<file path="config.mk">
export PLATFORM = sky130hd
export DESIGN_NAME = calibrated_trimmed_moving_average
export DESIGN_NICKNAME = d
export VERILOG_FILES = /design/src/rtl/ctma_pkg.sv /design/src/rtl/ctma_divider.sv /design/src/rtl/ctma_window.sv /design/src/rtl/calibrated_trimmed_moving_average.sv
export SDC_FILE = /design/constraint.sdc
export NUM_CORES = 2
export LEC_CHECK = 0
export ABC_CLOCK_PERIOD_IN_PS = 19060
export CORE_MARGIN = 2
export CORE_UTILIZATION = 45
export CTS_CLUSTER_SIZE = 24
export DETAILED_ROUTE_END_ITERATION = 10
export DONT_BUFFER_PORTS = 1
export HOLD_SLACK_MARGIN = 0.1
export PLACE_DENSITY = 0.7
export SLEW_MARGIN = 20
export SYNTH_ARGS = -nofsm -noshare
export SYNTH_HDL_FRONTEND = slang
export SYNTH_SLANG_ARGS = --single-unit
</file>
<file path="constraint.sdc">
create_clock -name clk -period 19.06 [get_ports clk]
set_clock_uncertainty 0.1 [all_clocks]
set_input_delay 3.812 -clock clk [delete_from_list [all_inputs] [get_ports clk]]
set_output_delay 3.812 -clock clk [all_outputs]
set_load 0.1 [all_outputs]
</file>
<file path="src/rtl/ctma_pkg.sv">
// Shared types and constants of the calibrated trimmed moving average block.
// Used by the divider, the top level and the testbench; depends on nothing else.
`timescale 1ns / 1ps
`default_nettype none
package ctma_pkg;

  localparam int RAW_W = 16;
  localparam int SCALE_W = 16;
  localparam int DIFF_W = RAW_W + 1;
  localparam int PROD_W = 2 * DIFF_W;
  localparam int FRAC_BITS = 12;
  localparam int CAL_W = 18;
  localparam int TOT_W = 22;
  localparam int NUM_W = 22;
  localparam int NUM_SW = NUM_W + 1;
  localparam int DIV_W = 5;
  localparam int AXES = 3;

  localparam logic signed [PROD_W-1:0] ROUND_BIAS = PROD_W'((1 << FRAC_BITS) - 1);
  localparam logic signed [PROD_W-1:0] CAL_MAX = PROD_W'((1 << (CAL_W - 1)) - 1);
  localparam logic signed [PROD_W-1:0] CAL_MIN = -PROD_W'(1 << (CAL_W - 1));

  localparam logic [1:0] MODE_CAL_ONLY = 2'd0;
  localparam logic [1:0] MODE_RESET = MODE_CAL_ONLY;
  localparam logic [3:0] WINDOW_RESET = 4'd5;
  localparam logic [SCALE_W-1:0] SCALE_ONE = SCALE_W'(1 << FRAC_BITS);

  typedef enum logic [2:0] {
    CFG_SMOOTH_MODE = 3'd0,
    CFG_WINDOW_LENGTH = 3'd1,
    CFG_OFFSET_X = 3'd2,
    CFG_OFFSET_Y = 3'd3,
    CFG_OFFSET_Z = 3'd4,
    CFG_SCALE_X = 3'd5,
    CFG_SCALE_Y = 3'd6,
    CFG_SCALE_Z = 3'd7
  } cfg_index_t;

  typedef struct packed {
    logic start;
    logic signed [NUM_SW-1:0] dividend;
    logic [DIV_W-1:0] divisor;
  } div_req_t;

  typedef struct packed {
    logic done;
    logic signed [NUM_SW-1:0] quotient;
  } div_rsp_t;

endpackage
`default_nettype wire

</file>
<file path="src/rtl/ctma_divider.sv">
// Iterative signed divider, one quotient bit per cycle, truncating toward zero.
// Depends on ctma_pkg for widths and the request and response structs.
`timescale 1ns / 1ps
`default_nettype none
module ctma_divider (
  input  wire logic clk,
  input  wire logic rst,
  input  wire ctma_pkg::div_req_t req,
  output ctma_pkg::div_rsp_t rsp
);

  localparam int CNT_W = $clog2(ctma_pkg::NUM_W);

  logic busy;
  logic done;
  logic neg;
  logic [CNT_W-1:0] cnt;
  logic [ctma_pkg::NUM_W-1:0] quo;
  logic [ctma_pkg::DIV_W-1:0] rem;
  logic [ctma_pkg::DIV_W-1:0] dvs;
  logic [ctma_pkg::DIV_W:0] shifted;
  logic signed [ctma_pkg::NUM_SW-1:0] mag;

  always_comb begin
    shifted = {rem, quo[ctma_pkg::NUM_W-1]};
    mag = req.dividend[ctma_pkg::NUM_SW-1] ? -req.dividend : req.dividend;
  end

  always_ff @(posedge clk) begin
    if (rst) begin
      busy <= 1'b0;
      done <= 1'b0;
    end else begin
      done <= 1'b0;
      if (req.start) begin
        busy <= 1'b1;
        cnt <= '0;
        neg <= req.dividend[ctma_pkg::NUM_SW-1];
        quo <= mag[ctma_pkg::NUM_W-1:0];
        rem <= '0;
        dvs <= req.divisor;
      end else if (busy) begin
        if (shifted >= {1'b0, dvs}) begin
          rem <= ctma_pkg::DIV_W'(shifted - {1'b0, dvs});
          quo <= {quo[ctma_pkg::NUM_W-2:0], 1'b1};
        end else begin
          rem <= shifted[ctma_pkg::DIV_W-1:0];
          quo <= {quo[ctma_pkg::NUM_W-2:0], 1'b0};
        end
        cnt <= cnt + CNT_W'(1);
        if (cnt == CNT_W'(ctma_pkg::NUM_W - 1)) begin
          busy <= 1'b0;
          done <= 1'b1;
        end
      end
    end
  end

  assign rsp.done = done;
  assign rsp.quotient = neg ? -$signed({1'b0, quo}) : $signed({1'b0, quo});

endmodule
`default_nettype wire

</file>
<file path="src/rtl/ctma_window.sv">
// Ring window store: one write and one registered read per cycle, with a
// valid bit per entry so a clear need only reset the valid bits. No package dependency.
`timescale 1ns / 1ps
`default_nettype none
module ctma_window #(
  parameter int DEPTH = 30,
  parameter int DATA_W = 18,
  localparam int AW = $clog2(DEPTH)
) (
  input  wire logic clk,
  input  wire logic rst,
  input  wire logic clear,
  input  wire logic rd_en,
  input  wire logic [AW-1:0] rd_addr,
  output logic signed [DATA_W-1:0] rd_data,
  input  wire logic wr_en,
  input  wire logic [AW-1:0] wr_addr,
  input  wire logic signed [DATA_W-1:0] wr_data
);

  logic signed [DATA_W-1:0] mem [DEPTH];
  logic [DEPTH-1:0] vld;

  always_ff @(posedge clk) begin
    if (rst || clear) begin
      vld <= '0;
    end else if (wr_en) begin
      vld[wr_addr] <= 1'b1;
    end
  end

  always_ff @(posedge clk) begin
    if (wr_en) begin
      mem[wr_addr] <= wr_data;
    end
  end

  always_ff @(posedge clk) begin
    if (rd_en) begin
      rd_data <= vld[rd_addr] ? mem[rd_addr] : '0;
    end
  end

endmodule
`default_nettype wire

</file>
<file path="src/rtl/calibrated_trimmed_moving_average.sv">
// Calibrated trimmed moving average: top level with sequencer, shared multiplier and compare.
// Per axis a request runs through S_MUL and S_SAT; the averaging modes add S_OLD, the scan
// of the effective window when trimmed, and the divider; the next request is taken in S_IDLE.
// One request at a time; the divider's wait and the one-entry-a-cycle scan set it.
// Synchronous reset restores the registers and clears window, totals and write slot at once.
// Depends on ctma_pkg, ctma_divider and ctma_window.
`timescale 1ns / 1ps
`default_nettype none
module calibrated_trimmed_moving_average #(
  parameter int WINDOW_MAX = 10
) (
  input  wire logic clk,
  input  wire logic rst,
  input  wire logic s_axis_tvalid,
  output logic s_axis_tready,
  // raw_x [15:0], raw_y [31:16], raw_z [47:32]
  input  wire logic [47:0] s_axis_tdata,
  output logic m_axis_tvalid,
  input  wire logic m_axis_tready,
  // out_x [17:0], out_y [35:18], out_z [53:36], zero [55:54]
  output logic [55:0] m_axis_tdata,
  input  wire logic cfg_valid,
  output logic cfg_ready,
  input  wire logic [2:0] cfg_index,
  input  wire logic [15:0] cfg_data
);

  localparam int DEPTH = WINDOW_MAX * ctma_pkg::AXES;
  localparam int AW = $clog2(DEPTH);
  localparam int SW = $clog2(WINDOW_MAX);
  localparam int WIN_W = $clog2(WINDOW_MAX + 1);
  localparam int CAL_W = ctma_pkg::CAL_W;
  localparam int TOT_W = ctma_pkg::TOT_W;

  typedef enum logic [10:0] {
    S_IDLE = 11'b000_0000_0001,
    S_MUL  = 11'b000_0000_0010,
    S_SAT  = 11'b000_0000_0100,
    S_OLD  = 11'b000_0000_1000,
    S_SCAN = 11'b000_0001_0000,
    S_SEND = 11'b000_0010_0000,
    S_TRIM = 11'b000_0100_0000,
    S_DIVS = 11'b000_1000_0000,
    S_DIVW = 11'b001_0000_0000,
    S_ADV  = 11'b010_0000_0000,
    S_OUT  = 11'b100_0000_0000
  } state_t;

  state_t state;

  logic [1:0] smooth_mode;
  logic [3:0] window_length;
  logic [ctma_pkg::RAW_W-1:0] offset [ctma_pkg::AXES];
  logic [ctma_pkg::SCALE_W-1:0] scale [ctma_pkg::AXES];

  logic [ctma_pkg::RAW_W-1:0] raw [ctma_pkg::AXES];
  logic signed [TOT_W-1:0] totals [ctma_pkg::AXES];
  logic signed [CAL_W-1:0] res [ctma_pkg::AXES];
  logic [1:0] axis;
  logic [SW-1:0] slot;
  logic [WIN_W-1:0] scan_idx;
  logic scan_pend;
  logic scan_first;
  logic signed [CAL_W-1:0] mx;
  logic signed [CAL_W-1:0] mn;
  logic signed [CAL_W-1:0] mx_next;
  logic signed [CAL_W-1:0] mn_next;
  logic signed [CAL_W-1:0] cal;
  logic signed [TOT_W-1:0] tsum;
  logic signed [ctma_pkg::PROD_W-1:0] prod;
  logic signed [ctma_pkg::NUM_SW-1:0] num;
  logic [ctma_pkg::DIV_W-1:0] divisor;

  logic [WIN_W-1:0] win;
  logic [WIN_W-1:0] slot_inc;
  logic signed [ctma_pkg::DIFF_W-1:0] diff;
  logic signed [ctma_pkg::PROD_W-1:0] prod_b;
  logic signed [ctma_pkg::PROD_W-1:0] quot_q;
  logic signed [CAL_W-1:0] cal_comb;
  logic signed [TOT_W-1:0] total_new;
  logic trimmed;
  logic window_clear;
  logic [AW-1:0] slot_addr;
  logic [AW-1:0] scan_addr;

  logic rd_en;
  logic [AW-1:0] rd_addr;
  logic signed [CAL_W-1:0] rd_data;
  logic wr_en;

  ctma_pkg::div_req_t div_req;
  ctma_pkg::div_rsp_t div_rsp;

  assign cfg_ready = 1'b1;
  assign s_axis_tready = (state == S_IDLE);
  assign window_clear = cfg_valid && (cfg_index == ctma_pkg::CFG_WINDOW_LENGTH);

  always_ff @(posedge clk) begin
    if (rst) begin
      smooth_mode <= ctma_pkg::MODE_RESET;
      window_length <= ctma_pkg::WINDOW_RESET;
      for (int a = 0; a < ctma_pkg::AXES; a++) begin
        offset[a] <= '0;
        scale[a] <= ctma_pkg::SCALE_ONE;
      end
    end else if (cfg_valid) begin
      unique case (cfg_index)
        ctma_pkg::CFG_SMOOTH_MODE:   smooth_mode <= cfg_data[1:0];
        ctma_pkg::CFG_WINDOW_LENGTH: window_length <= cfg_data[3:0];
        ctma_pkg::CFG_OFFSET_X:      offset[0] <= cfg_data;
        ctma_pkg::CFG_OFFSET_Y:      offset[1] <= cfg_data;
        ctma_pkg::CFG_OFFSET_Z:      offset[2] <= cfg_data;
        ctma_pkg::CFG_SCALE_X:       scale[0] <= cfg_data;
        ctma_pkg::CFG_SCALE_Y:       scale[1] <= cfg_data;
        ctma_pkg::CFG_SCALE_Z:       scale[2] <= cfg_data;
        default: ;
      endcase
    end
  end

  always_comb begin
    if (window_length == 4'd0) begin
      win = WIN_W'(1);
    end else if (int'(window_length) > WINDOW_MAX) begin
      win = WIN_W'(WINDOW_MAX);
    end else begin
      win = WIN_W'(window_length);
    end
    slot_inc = WIN_W'(slot) + WIN_W'(1);
    trimmed = smooth_mode[1] && (win >= WIN_W'(3));

    diff = $signed({raw[axis][ctma_pkg::RAW_W-1], raw[axis]})
         - $signed({offset[axis][ctma_pkg::RAW_W-1], offset[axis]});
    prod_b = prod + (prod[ctma_pkg::PROD_W-1] ? ctma_pkg::ROUND_BIAS
                                              : ctma_pkg::PROD_W'(0));
    quot_q = prod_b >>> ctma_pkg::FRAC_BITS;
    if (quot_q > ctma_pkg::CAL_MAX) begin
      cal_comb = ctma_pkg::CAL_MAX[CAL_W-1:0];
    end else if (quot_q < ctma_pkg::CAL_MIN) begin
      cal_comb = ctma_pkg::CAL_MIN[CAL_W-1:0];
    end else begin
      cal_comb = quot_q[CAL_W-1:0];
    end

    total_new = totals[axis] - TOT_W'(rd_data) + TOT_W'(cal);

    slot_addr = AW'({slot, 1'b0}) + AW'(slot) + AW'(axis);
    scan_addr = AW'({scan_idx, 1'b0}) + AW'(scan_idx) + AW'(axis);

    if (scan_first) begin
      mx_next = rd_data;
      mn_next = rd_data;
    end else begin
      mx_next = (rd_data > mx) ? rd_data : mx;
      mn_next = (rd_data < mn) ? rd_data : mn;
    end

    rd_en = (state == S_SAT) || (state == S_SCAN);
    rd_addr = (state == S_SCAN) ? scan_addr : slot_addr;
    wr_en = (state == S_OLD);

    div_req.start = (state == S_DIVS);
    div_req.dividend = num;
    div_req.divisor = divisor;
  end

  always_ff @(posedge clk) begin
    if (rst) begin
      state <= S_IDLE;
      m_axis_tvalid <= 1'b0;
      slot <= '0;
      for (int a = 0; a < ctma_pkg::AXES; a++) begin
        totals[a] <= '0;
      end
    end else begin
      if ((state == S_OUT) && (!m_axis_tvalid || m_axis_tready)) begin
        m_axis_tvalid <= 1'b1;
      end else if (m_axis_tvalid && m_axis_tready) begin
        m_axis_tvalid <= 1'b0;
      end
      if (window_clear) begin
        slot <= '0;
        for (int a = 0; a < ctma_pkg::AXES; a++) begin
          totals[a] <= '0;
        end
      end
      unique case (state)
        S_IDLE: begin
          if (s_axis_tvalid) begin
            raw[0] <= s_axis_tdata[15:0];
            raw[1] <= s_axis_tdata[31:16];
            raw[2] <= s_axis_tdata[47:32];
            axis <= 2'd0;
            state <= S_MUL;
          end
        end
        S_MUL: begin
          prod <= diff * $signed({1'b0, scale[axis]});
          state <= S_SAT;
        end
        S_SAT: begin
          if (smooth_mode == ctma_pkg::MODE_CAL_ONLY) begin
            res[axis] <= cal_comb;
            state <= S_ADV;
          end else begin
            cal <= cal_comb;
            state <= S_OLD;
          end
        end
        S_OLD: begin
          totals[axis] <= total_new;
          tsum <= total_new;
          if (trimmed) begin
            scan_idx <= '0;
            scan_pend <= 1'b0;
            scan_first <= 1'b1;
            state <= S_SCAN;
          end else begin
            num <= ctma_pkg::NUM_SW'(total_new);
            divisor <= ctma_pkg::DIV_W'(win);
            state <= S_DIVS;
          end
        end
        S_SCAN: begin
          if (scan_pend) begin
            mx <= mx_next;
            mn <= mn_next;
            scan_first <= 1'b0;
          end
          scan_pend <= 1'b1;
          if (scan_idx == win - WIN_W'(1)) begin
            state <= S_SEND;
          end else begin
            scan_idx <= scan_idx + WIN_W'(1);
          end
        end
        S_SEND: begin
          mx <= mx_next;
          mn <= mn_next;
          state <= S_TRIM;
        end
        S_TRIM: begin
          num <= ctma_pkg::NUM_SW'(tsum) - ctma_pkg::NUM_SW'(mx)
               - ctma_pkg::NUM_SW'(mn);
          divisor <= ctma_pkg::DIV_W'(win - WIN_W'(2));
          state <= S_DIVS;
        end
        S_DIVS: begin
          state <= S_DIVW;
        end
        S_DIVW: begin
          if (div_rsp.done) begin
            res[axis] <= div_rsp.quotient[CAL_W-1:0];
            state <= S_ADV;
          end
        end
        S_ADV: begin
          if (axis == 2'd2) begin
            if (smooth_mode != ctma_pkg::MODE_CAL_ONLY) begin
              slot <= (slot_inc >= win) ? '0 : slot_inc[SW-1:0];
            end
            state <= S_OUT;
          end else begin
            axis <= axis + 2'd1;
            state <= S_MUL;
          end
        end
        S_OUT: begin
          if (!m_axis_tvalid || m_axis_tready) begin
            m_axis_tdata <= {2'b00, res[2], res[1], res[0]};
            state <= S_IDLE;
          end
        end
        default: state <= S_IDLE;
      endcase
    end
  end

  ctma_window #(
    .DEPTH(DEPTH),
    .DATA_W(CAL_W)
  ) u_window (
    .clk(clk),
    .rst(rst),
    .clear(window_clear),
    .rd_en(rd_en),
    .rd_addr(rd_addr),
    .rd_data(rd_data),
    .wr_en(wr_en),
    .wr_addr(slot_addr),
    .wr_data(cal)
  );

  ctma_divider u_divider (
    .clk(clk),
    .rst(rst),
    .req(div_req),
    .rsp(div_rsp)
  );

endmodule
`default_nettype wire

</file>
# == Word-level counts from Yosys, hierarchy flattened ==
# Memory sizes are Yosys's and may differ from the RTL's. A register that Yosys moved wholly into a read port is not among the register bits.
# Cells that the tools add are included.
# Widths: inputs -> output; s select.
# classes
add_sub_neg,19
mul,1
order_cmp,11
n_eq_ne,30
muxes,119
n_bitwise,14
n_reduce_logical,36
# op_table
cell,count
$mux 18,10
$mux 22,6
$pmux 11 s11,1
$mux 16,6
$pmux 18 s2,2
$mux 1,57
$mux 11,5
$pmux 23 s2,1
$mux 4,9
$add 34x13->34,1
$mul 17x17->34,1
$or 30x30->30,1
$mux 5,5
$mux 23,1
$sub 22x18->23,1
$sub 23x18->23,1
$add 22x18->22,1
$gt 22x18->1 const B,1
$lt 22x18->1 const B,1
$neg 22->22,1
$sub 22x18->22,1
$gt 18x18->1,1
$lt 18x18->1,1
$neg 18->18,1
57 further kinds,114
# word_totals
regBits,238
ram_bits,804
in_bits,72
output_inout_bits,59
elab_cells,260
memories,6
# memory_table
memory,words,width,read_ports,rd_clocked_by_memory_dff,write_ports,line_no,source
u_window.mem,30,18,1,1,1,ctma_window.sv:21,logic signed [DATA_W-1:0] mem [DEPTH];
totals,3,22,1,1,4,calibrated_trimmed_moving_average.sv:57,logic signed [TOT_W-1:0] totals [ctma_pkg::AXES];
res,3,18,3,3,1,calibrated_trimmed_moving_average.sv:58,logic signed [CAL_W-1:0] res [ctma_pkg::AXES];
offset,3,16,1,1,3,calibrated_trimmed_moving_average.sv:53,logic [ctma_pkg::RAW_W-1:0] offset [ctma_pkg::AXES];
raw,3,16,1,1,3,calibrated_trimmed_moving_average.sv:56,logic [ctma_pkg::RAW_W-1:0] raw [ctma_pkg::AXES];
scale,3,16,1,1,3,calibrated_trimmed_moving_average.sv:54,logic [ctma_pkg::SCALE_W-1:0] scale [ctma_pkg::AXES];

# == Logic depth before layout (Yosys ltp) ==
# logic_depth
word_depth,8
depth_mapped,40

# == Hierarchy ==
# Synthesis repeated with hierarchy kept, for this count alone.
# unflattened
hier_cells,4599
hier_area_um2,61068.6
# by_module_without_submodules
module,instances,cells_each,area_each_um2,seq_area_each_um2
calibrated_trimmed_moving_average,1,3089,35201.3,15074.5
ctma_window,1,1201,22969.5,17356.6
ctma_divider,1,309,2897.8,1181.1

# == Least setup slack after synthesis ==
# Ideal clock, no wire load.
# synth_timing
path_type,reg-to-reg
start,register (tool-made name)
end,"register prod[33] (netlist name), data pin"
setup_ns,0.266
arrival_ns,10.082
required_time_ns,18.694
slack_ns,8.612
path_stages_with_launch,38
period_less_slack_ns,10.448
path_cell_list,dfxtp_1 > clkbuf_1 > clkbuf_1 > buf_1 > clkbuf_1 > mux2i_1 > nor2_1 > a21oi_1 > ha_1 > fa_1 > nor2b_1 > o21ai_0 > a21boi_0 > o21ai_0 > a21oi_1 > a311oi_1 > nor3_1 > o32ai_1 > (+2 left out) > fa_1 > fa_1 > fa_1 > inv_1 > fa_1 > fa_1 > inv_1 > fa_1 > inv_1 > ha_1 > or3_1 > o21ai_0 > a21oi_1 > a21o_1 > o2111a_1 > o31ai_1 > mux2i_1 > nand4_1
# synth_lines
item,line_no,source
end signal: assignment,calibrated_trimmed_moving_average.sv:198,"prod <= diff * $signed({1'b0, scale[axis]});"
end: declaration,calibrated_trimmed_moving_average.sv:70,logic signed [ctma_pkg::PROD_W-1:0] prod;

==> impl_metrics.py <==
metrics = {
    "timing": {
        "setup_viol": 0,
        "fin_crit_ps": 10480,
        "setup-tns-final_ps": 0,
        "maxSlewViolCount": 0,
        "grt_setup_unrepaired": "false",
        "tightest_slew_ps": 1150,
        "max_slew_margin_pct": 23.4,
        "max_freq_mhz": 95.5,
        "timing.final.ws_setup_ps": 8580,
        "timing.final.crit_share_pct": 55.0,
        "hold_viol_final": 0,
    },
    "clock_tree": {
        "clock_path_buffers": 3,
        "clockRootBuffer": "clkbuf_16",
        "cts_made_buffers": 115,
        "cts.sinks": 1138,
        "cts_hold_buffers": 0,
        "h-tree-depth": 3,
        "clk_latency_ps": 750,
        "clkTransAtPathRegs_ps": 70,
        "cts_tree": "done",
        "postCtsSetupBuffers": 0,
        "ctsResizeCount": 0,
    },
    "worst_setup_path": {
        "critPathRequiredTime_ps": 19460,
        "crit_path_max_incr_delay_ps": 910,
        "startpoint_type": "flip-flop",
        "ff2ff_setup_slack_ps": 8580,
        "r2r_cells": 32,
        "cp.arrival_ps": 10870,
        "crit_top_cell": "fa_1",
        "critPathKind": "reg2reg",
        "cpMaxStageDelayCell": "o32ai_2",
        "crit_path_max_fanout": 39,
        "worstSetupEndpointType": "flip-flop",
        "worstReg2RegEnd": "prod[33]",
    },
    "synth": {
        "synthDistinctLibCells": 83,
        "netlist_top_cells_area": "edfxtp_1, fa_1, ha_1",
        "ys_ff_latch": 1138,
        "syn_avg_cell_area_um2": 12.5,
        "async_flop_share_pct": 0,
        "synth_top_area_share_pct": 53.4,
        "synthTopCellsByCount": "edfxtp_1, nand2_1, inv_1",
        "synth_warnings": 0,
        "synth_enable_flop_cells": 1082,
        "yosysSeqAreaShare_pct": 55.3,
        "yosysTopAreaCell": "edfxtp_1",
        "syn_inst": 4859,
        "synthFlopType": "edfxtp_1",
        "syn_area_um2": 60800,
        "yosysMostFrequentCell": "edfxtp_1",
    },
    "placed_design": {
        "gp_congestion": 0.934,
        "portBuffers": 0,
        "hpwl_mm": 109,
        "dpl_worst_slack_ps": 8580,
    },
    "hold_path": {
        "hold_depth": 0,
        "min_path_type": "reg2reg",
        "hold_path_end": "m_axis_tdata[43]",
        "min_from": "res[2][7]",
    },
    "floorplanning": {
        "design.core.area_um2": 134000,
        "row_count": 134,
        "start_util_pct": 45.5,
        "die_h_um": 372,
        "die_area_um2": 138000,
        "io_pins": 131,
        "die_x_um": 372,
    },
    "global_route": {
        "grt_pass1_wl_mm": 230,
        "antenna_found_initial": 13,
        "gr-total-overflow": 0,
        "grt_max_degree": 81,
        "grtUsageTotal_pct": 22.2,
        "grt_pass1_vias": 37500,
    },
    "detailed_routing": {
        "drt-wirelength-per-cell_um": 22.7,
        "routed_wl_mm": 154,
        "via_per_inst": 5.67,
        "drt_first_pass_iters": 5,
        "ant_nets": 0,
        "vias": 38400,
        "drtIter0Drc": 4139,
        "drcViolationCount": 0,
    },
    "status": {
        "outcome": "finished, final reports clean",
    },
    "final_layout": {
        "area_delta_synth_final_pct": 10.6,
        "drive_above_1_share_pct": 9.22,
        "fin_nets": 5522,
    },
    "job": {
        "maxCapViolCount": 0,
    },
}
final cells by class:
class / instances / area, um^2
fill: 11300 / 66600
sequential: 1138 / 33600
multi-input combinational: 2995 / 24600
clock buffer: 140 / 3020
tap: 1768 / 2210
inverter: 544 / 2040
clock inverter: 78 / 912
timing repair buffer: 103 / 773
antenna: 6 / 15.0
sequential cells by signal, indices dropped and copies added (netlist names), 4 cells and up, named ones only:
| name | cells |
|---|---|
| cal | 18 |
| divisor | 5 |
| m_axis_tdata | 54 |
| mn | 18 |
| mx | 18 |
| num | 23 |
| offset | 48 |
| prod | 34 |
| raw | 48 |
| res | 54 |
| scale | 48 |
| scan_idx | 4 |
| slot | 4 |
| state | 11 |
| totals | 88 |
| tsum | 22 |
| u_divider.cnt | 5 |
| u_divider.dvs | 5 |
| u_divider.quo | 22 |
| u_divider.rem | 5 |
| u_window.mem | 540 |
| u_window.rd_data | 18 |
| u_window.vld | 30 |
| window_length | 4 |
how the worst max path moves through the flow:
| stage | start | cells past startpoint | end |
|---|---|---|---|
| final | flip-flop | 32 | prod[33] |
| after CTS | flip-flop | 32 | prod[33] |
| after detailed placement | flip-flop | 32 | prod[33] |
| after global routing | flip-flop | 32 | prod[33] |
| after floorplan | flip-flop | 37 | prod[33] |
| after global placement | flip-flop | 30 | prod[33] |
worst max-delay path: cells and delay by family (launching register included):
kind / cells / cell delay [ps]
buffers and inverters: 3 / 150
adders and majority gates: 9 / 3910
AOI/OAI and AO/OA: 12 / 3680
muxes: 2 / 550
DFF: 1 / 810
and+or+nand+nor: 6 / 950
cell usage in the layout, fill, tap and decap left out, types with 29 or more instances in the layout:
master     count
nor2b_1       29
and2_1        54
nor3_1        40
a21o_1        39
a21oi_1      158
inv_1        543
xor2_1        66
buf_4        103
clkbuf_16    117
dfxtp_1       54
nor2_1       327
and3_1        37
mux4_2        85
a31oi_1       61
o21ai_0      154
edfxtp_1    1082
fa_1         322
o21a_1        61
xnor2_1      103
nand3_1      146
nand2_1      605
mux2i_1       75
ha_1         231
cell families after synthesis:
kind of cell / count (synthesis) / synth area share [%]
fa+ha+maj: 559 / 15.5
simple gates: 1404 / 10.3
mux: 185 / 4.85
buf+inv: 727 / 4.57
flops: 1138 / 55.3
xor+xnor: 169 / 2.43
other cells: 2 / 0.0123
compound gates: 675 / 7.11
metal layers:
metal  GRT usage (%)  vias up  share of wire (%)
li1                -    17200                  -
met1            30.0    19200                 40
met2            36.1     1704                 47
met3            4.17      310                9.2
met4            7.58        8                3.4
met5               0        -              0.038
through the flow:
stage | instances | instance area [um^2] | utilization (%) | hold slack (ps)
2_1_floorplan | 4860 | 60800 | - | 300
5_1_grt | 6766 | 67200 | 50.2 | 324
4_1_cts | 6766 | 67200 | 50.2 | 315
6_report | 6772 | 67200 | 50.2 | 314
3_3_place_gp | 6548 | 63200 | 47.3 | 302
3_5_place_dp | 6548 | 63300 | 47.3 | 305
Power is left out: the tool's default activity adds up to more than one toggle a clock period on the data nets, which glitch-free logic cannot reach.
